===== src/matrix_multiply_engine_unit_defines.svh =====
// Assertion macros shared by the matrix multiply engine RTL.
`ifndef MATRIX_MULTIPLY_ENGINE_UNIT_DEFINES_SVH
`define MATRIX_MULTIPLY_ENGINE_UNIT_DEFINES_SVH

`ifndef SYNTHESIS

// Same-cycle implication, checked out of reset.
`define MME_CHK_IMP(lbl, clk, rstn, ante, cons) \
    lbl: assert property (@(posedge clk) disable iff (!(rstn)) (ante) |-> (cons)) \
        else $error("mme check failed");

// Next-cycle implication, checked out of reset.
`define MME_CHK_NXT(lbl, clk, rstn, ante, cons) \
    lbl: assert property (@(posedge clk) disable iff (!(rstn)) (ante) |=> (cons)) \
        else $error("mme check failed");

`else

`define MME_CHK_IMP(lbl, clk, rstn, ante, cons)
`define MME_CHK_NXT(lbl, clk, rstn, ante, cons)

`endif

`endif


===== src/mme_pkg.sv =====
// Types and constants of the matrix multiply engine.
package mme_pkg;

    localparam int MAX_DIM = 8;
    localparam int DIM_W   = 3;   // width of the row and column fields
    localparam int CNT_W   = 4;   // holds 0..MAX_DIM
    localparam int ELEM_W  = 16;  // signed Q8.8
    localparam int PROD_W  = 2 * ELEM_W;
    localparam int SUM_W   = 40;  // signed Q16.16 with headroom
    localparam int OP_W    = 2;

    localparam logic [OP_W-1:0] OP_LOAD_A = 2'd0;
    localparam logic [OP_W-1:0] OP_LOAD_B = 2'd1;
    localparam logic [OP_W-1:0] OP_START  = 2'd2;

    localparam logic [1:0] REG_A_ROWS    = 2'd0;
    localparam logic [1:0] REG_INNER_DIM = 2'd1;
    localparam logic [1:0] REG_B_COLS    = 2'd2;

    typedef struct packed {
        logic [OP_W-1:0]          opcode;
        logic [DIM_W-1:0]         row_index;
        logic [DIM_W-1:0]         col_index;
        logic signed [ELEM_W-1:0] element_value;
    } t_in_item;

    typedef struct packed {
        logic [DIM_W-1:0]        out_row;
        logic [DIM_W-1:0]        out_col;
        logic signed [SUM_W-1:0] out_value;
        logic                    is_last;
    } t_out_item;

    // One result element on its way down the chain of cells.
    typedef struct packed {
        logic                    valid;
        logic [DIM_W-1:0]        row;
        logic [DIM_W-1:0]        col;
        logic                    last;
        logic signed [SUM_W-1:0] sum;
    } t_tok;

    // Store write decoded for one cell.
    typedef struct packed {
        logic                     wr_a;
        logic                     wr_b;
        logic [DIM_W-1:0]         addr;
        logic signed [ELEM_W-1:0] data;
    } t_cell_wr;

endpackage


===== src/mme_cell.sv =====
// One multiply-accumulate cell: holds column k of A and row k of B.
module mme_cell (
    input  logic              i_clk,
    input  logic              i_rst_n,
    input  logic              i_adv,
    input  logic              i_active,
    input  mme_pkg::t_cell_wr i_wr,
    input  mme_pkg::t_tok     i_tok,
    output mme_pkg::t_tok     o_tok
);
    import mme_pkg::*;

    logic signed [ELEM_W-1:0] r_a_col [MAX_DIM];
    logic signed [ELEM_W-1:0] r_b_row [MAX_DIM];
    logic                     r_valid;
    logic [DIM_W-1:0]         r_row;
    logic [DIM_W-1:0]         r_col;
    logic                     r_last;
    logic signed [SUM_W-1:0]  r_sum;

    logic signed [ELEM_W-1:0] a_sel;
    logic signed [ELEM_W-1:0] b_sel;
    logic signed [PROD_W-1:0] prod;
    logic signed [SUM_W-1:0]  n_sum;

    always_comb begin
        a_sel = r_a_col[i_tok.row];
        b_sel = r_b_row[i_tok.col];
        prod  = a_sel * b_sel;
        if (i_active) begin
            n_sum = i_tok.sum + {{(SUM_W-PROD_W){prod[PROD_W-1]}}, prod};
        end else begin
            n_sum = i_tok.sum;
        end
    end

    always_ff @(posedge i_clk) begin
        if (i_wr.wr_a) begin
            r_a_col[i_wr.addr] <= i_wr.data;
        end
        if (i_wr.wr_b) begin
            r_b_row[i_wr.addr] <= i_wr.data;
        end
    end

    always_ff @(posedge i_clk) begin
        if (!i_rst_n) begin
            r_valid <= 1'b0;
        end else if (i_adv) begin
            r_valid <= i_tok.valid;
        end
    end

    always_ff @(posedge i_clk) begin
        if (i_adv) begin
            r_row  <= i_tok.row;
            r_col  <= i_tok.col;
            r_last <= i_tok.last;
            r_sum  <= n_sum;
        end
    end

    always_comb begin
        o_tok.valid = r_valid;
        o_tok.row   = r_row;
        o_tok.col   = r_col;
        o_tok.last  = r_last;
        o_tok.sum   = r_sum;
    end

endmodule


===== config.mk =====
export PLATFORM = sky130hd
export DESIGN_NAME = mme_cell
export DESIGN_NICKNAME = d
export VERILOG_FILES = /design/src/matrix_multiply_engine_unit_defines.svh /design/src/mme_pkg.sv /design/src/mme_cell.sv
export SDC_FILE = /design/constraint.sdc
export NUM_CORES = 1
export LEC_CHECK = 0
export BUFFER_PORTS_ARGS = -buffer_cell sky130_fd_sc_hd__buf_2
export CAP_MARGIN = 20
export CORE_ASPECT_RATIO = 1.1
export CORE_MARGIN = 1
export CORE_UTILIZATION = 50
export DETAILED_ROUTE_END_ITERATION = 7
export GPL_TIMING_DRIVEN = 0
export HOLD_SLACK_MARGIN = 0.1
export MAX_ROUTING_LAYER = met4
export PLACE_DENSITY = 0.79
export REMOVE_ABC_BUFFERS = 1
export SETUP_SLACK_MARGIN = 0.1
export SYNTH_ARGS = -nofsm -noshare
export SYNTH_HDL_FRONTEND = slang
export SYNTH_SLANG_ARGS = --single-unit
export TNS_END_PERCENT = 10

===== constraint.sdc =====
create_clock -name i_clk -period 11.1 [get_ports i_clk]
set_clock_uncertainty 0.1 [all_clocks]
set_input_delay 1.665 -clock i_clk [delete_from_list [all_inputs] [get_ports i_clk]]
set_output_delay 1.665 -clock i_clk [all_outputs]
set_load 0.1 [all_outputs]

* Word level (Yosys, flattened, before mapping)
Memory sizes are Yosys's and may differ from the RTL's. Cells that the tools add are included. Widths: inputs -> output; s select.
Cells by class: $add $sub $neg 1, $mul 1, mux-type cells 5
Operators by type and width (number):
- $add 40x40->40 | 1
- $mux 40 | 1
- $mul 16x16->32 | 1
- $mux 1 | 4
Storage, ports and cells: bits in registers 48, bits in writable memories 256, bits of input ports 73, output and inout bits 48, word-level logic and storage cells 14, memories 2
Memories:
- r_a_col | words 8, width 16, rd ports 1, clocked after Yosys merged registers in 0, write ports 1, line mme_cell.sv:13 | logic signed [ELEM_W-1:0] r_a_col [MAX_DIM];
- r_b_row | words 8, width 16, rd ports 1, clocked after Yosys merged registers in 0, write ports 1, line mme_cell.sv:14 | logic signed [ELEM_W-1:0] r_b_row [MAX_DIM];

* Depth between registers and ports, before layout
An unclocked memory read counts as a cell.
word-level depth 4, gate-level depth with buffers 40, depth with buffers taken out 36

* Worst setup path after synthesis
No wires, ideal clock.
path type input -> register, start point in i_tok[44] (netlist bit), end point reg r_sum[39] (data pin), setup time 257 ps, arrival time 10668 ps, path slack 75 ps, stages 37, cells stage by stage clkbuf_1 buf_1 buf_2 mux4_2 mux2i_1 nor2_1 fa_1 inv_1 fa_1 fa_1 inv_1 fa_1 fa_1 inv_1 fa_1 inv_1 ha_1 nand3_1 or3_1 o211ai_1 o2111ai_1 a211oi_1 o31ai_1 o21ai_1 xor2_1 ha_1 clkbuf_1 a21o_1 a21o_1 a21o_1 a21o_1 a21oi_1 o21ai_0 o41ai_1 or4b_1 nand2_1 xor2_1
Between the ends: word-level cells in the longest chain between the ends 4
RTL lines:
- from (decl) | line mme_cell.sv:8 | input mme_pkg::t_tok i_tok,
- $mem_v2 8x16
- $mul 16x16->32 | line mme_cell.sv:29 | prod = a_sel * b_sel;
- $add 40x40->40 | line mme_cell.sv:31 | n_sum = i_tok.sum + {{(SUM_W-PROD_W){prod[PROD_W-1]}}, prod};
- $mux 40 | line mme_cell.sv:30 | if (i_active) begin
- named net n_sum[39] | line mme_cell.sv:24 | logic signed [SUM_W-1:0] n_sum;
- to (signal assigned) | line mme_cell.sv:59 | r_sum <= n_sum;
- to (decl) | line mme_cell.sv:19 | logic signed [SUM_W-1:0] r_sum;
The timed path passes the listed nets, and every way through them passes these cells. A chain may end at the register's enable or synchronous reset.

* Worst setup path in the final report
start point in i_tok[41] (netlist bit), end point reg r_sum[39] (data pin)
Between the ends: word-level cells in the longest chain between the ends 4
RTL lines (line):
- $mem_v2 8x16
- $mul 16x16->32 | mme_cell.sv:29
- $add 40x40->40 | mme_cell.sv:31
- $mux 40 | mme_cell.sv:30
- named net n_sum[39] | mme_cell.sv:24
The timed path passes the listed nets, and every way through them passes these cells.

==> impl_metrics.csv <==
group,metric,value,unit
worst_setup_path,critPathLaunchType,"primary input",
finish,mostFrequentLayoutCells,"inv_1, edfxtp_1, fa_1",
worst_setup_path,crit_top_cell,"fa_1",
logic_synthesis,synth.distinct_cells,62,
routing,ant_nets,0,
finish,layout_commonest_cell,"inv_1",
worst_setup_path,worst_setup_path_end_kind,"register",
routing,first_pass_iters,5,
min_path,hold_path.class,"register to register",
cts,htreeDepth,1,
floorplanning,die_height,228,um
timing,rsz0062_at_grt,"false",
floorplanning,die_area,47400,um^2
place,gp_congestion,0.932,
timing,min_period,10.63,ns
finish,area_growth,12.3,%
finish,finish.utilization,0.571,
logic_synthesis,ys_seq_area_frac,0.392,
finish,final_layout_size_suffix_gt1_frac,0.182,
floorplanning,core,45800,um^2
worst_setup_path,max_stage_delay,0.56,ns
logic_synthesis,synth-simple-area-share,0.0758,
logic_synthesis,synth_top_family_by_area,"adder cells",
routing,drt_drc_violations_left,0,
logic_synthesis,yosysWarnings,0,
finish,nets,2468,
cts,numCtsBuffers,30,
floorplanning,die_width,208,um
status,status,"complete, no violations",
floorplanning,ios,121,
global_routing,grt_max_degree,49,
cts,cts_tree,"yes",
global_routing,overflow,0,
timing,finalSetupViolations,0,
logic_synthesis,syn_avg_cell_area,12.4,um^2
timing,report.final.slew_viol_count,0,
logic_synthesis,yosysTopAreaCell,"edfxtp_1",
routing,wire_per_inst,19.6,um
timing,worst_pin_slew,0.992,ns
logic_synthesis,synth-edff-count,303,
logic_synthesis,muxShareOfSynthArea,0.101,
cts,path_clk_slew,0.06,ns
logic_synthesis,synth_top_flop_cell,"edfxtp_1",
routing,drt_iter0_markers,906,
timing,max_slew_margin,0.320,
worst_setup_path,worstPathRequired,11.33,ns
cts,cts_buffer_depth,3,
cts,holdBufCountCts,0,
global_routing,antenna_found_initial,1,
timing,period_share,0.957,
routing,vias_per_cell,5.56,
logic_synthesis,synth-xor-area-share,0.0267,
worst_setup_path,criticalPathCategory,"primary input to register",
logic_synthesis,ys_top_cells_by_area,"edfxtp_1, fa_1, ha_1, mux4_2, inv_1",
cts,cts_sinks,304,
routing,drt-total-wl,51300,um
worst_setup_path,worstPathArrival,10.86,ns
timing,fmaxAchievable,94.1,MHz
timing,hold_viol,0,
logic_synthesis,synth_seq_cells,304,
routing,num_vias,14584,
logic_synthesis,netlist.area_leader.share,0.391,
place,detailed_place_hpwl,39600,um
logic_synthesis,synth_compound_area_frac,0.0528,
worst_setup_path,cp_slowest_cell,"mux4_2",
cts,clk_latency,0.59,ns
cts,clockRootBuffer,"clkbuf_16",
floorplanning,rows,82,
logic_synthesis,syn-cell-area,23300,um^2
run,maxCapViolCount,0,
global_routing,grt_pass1_vias,15672,
global_routing,grt_pass1_wl,81500,um
logic_synthesis,synth_cells,1869,
place,port_buffers,120,
finish,fill_cells,3528,
global_routing,grt_use_total,0.225,
floorplanning,start_util,0.508,
logic_synthesis,synthArstFlopShare,0,
worst_setup_path,cp_max_fo,13,
logic_synthesis,synthAdderAreaFrac,0.293,
==> flip-flops by register name (all words and copies together), names as in the netlist <==
signal and cells:
r_a_col 128, r_b_row 128, r_sum 40, r_col 3, r_row 3, r_last 1
r_valid 1
==> synth_stat cells, types with 2 or more instances <==
master     instances
inv_1            316
edfxtp_1         303
fa_1             263
nor2_1           176
nand2_1          134
ha_1             123
mux4_2            64
a21oi_1           61
mux2_2            53
xnor2_1           52
clkbuf_1          31
mux2i_1           29
a21o_1            28
nand2b_1          21
xor2_1            19
o21ai_1           17
nand3_1           16
o21ai_0           14
nor3_1            13
buf_1             11
o21bai_1          10
a211oi_1           8
a31oi_1            8
o211ai_1           8
or3_1              8
nand4_1            7
nor2b_1            7
o21a_1             7
and2_1             5
and3_1             5
nor4_1             5
or2_2              5
o31ai_1            4
buf_2              3
or2_1              3
a211o_1            2
buf_4              2
o2111ai_1          2
o22ai_1            2
o31a_1             2
==> layout make-up <==
type,count,area [um^2],share of cell area
Antenna cell,2,5.00,0.000192
Clock buffer,41,813,0.0312
Clock inverter,13,125,0.00479
Inverter,316,1190,0.0454
Multi-Input combinational cell,1202,13100,0.500
Sequential cell,304,9120,0.349
Tap cell,588,736,0.0282
Timing Repair Buffer,155,1070,0.0411
==> final timing paths <==
path	slack, ns	depth (start not counted)	start	to
worst min register to register	0.43	2	r_valid$_SDFFE_PN0P_	r_valid$_SDFFE_PN0P_
worst max-delay path	0.47	37	i_tok[41]	r_sum[39]$_DFFE_PP_
worst max register to register	1.69	34	r_a_col[7][1]$_DFFE_PP_	r_sum[39]$_DFFE_PP_
worst min-delay path	0.43	2	r_valid$_SDFFE_PN0P_	r_valid$_SDFFE_PN0P_
==> per-layer routing <==
layer  global-route usage  wire, um
met1                0.271     20500
met5                    -         0
met3               0.0274      2840
met2                0.386     25800
met4               0.0889      2150
==> stage by stage <==
stage	TNS (ns)	hold WS [ns]	worst slack, ns	instances	cell area [um^2]
2_1_floorplan	0	0.881	1.03	1822	23100
3_3_place_gp	-19.36	0.406	-1.74	2530	24400
3_5_place_dp	-5.57	0.414	-0.852	2560	24800
4_1_cts	0	0.427	0.104	2614	25800
5_1_grt	0	0.501	0.104	2620	26100
6_report	0	0.426	0.474	2621	26100
==> timing repair <==
item / CTS / global route
resized for setup: 14 / 28
endpoints found under the setup margin: 5 / 9
gates cloned: 0 / 2
buffers inserted: 0 / 2
pin swaps: 0 / 0
==> critical path: cells and delay by family <==
family	cells	cell delay, ns
xor+xnor	2	0.21
compound gates	8	1.44
buf+inv	7	0.79
mux	2	0.94
simple gates	10	2.04
fa+ha+maj	8	3.71
==> kinds of logic (layout without fill, tap and decap cells) <==
group                    after synthesis  count (layout)
AND/OR/NAND/NOR                      410             410
multiplexers                         147             147
AO/OA/AOI/OAI                        188             188
other                                  0               2
adder cells (fa/ha/maj)              386             386
XOR/XNOR                              71              71
buffers and inverters                363             525
flip-flops                           304             304
Power is left out: the tool's default activity adds up to more than one toggle a clock period on the data nets, which glitch-free logic cannot reach.
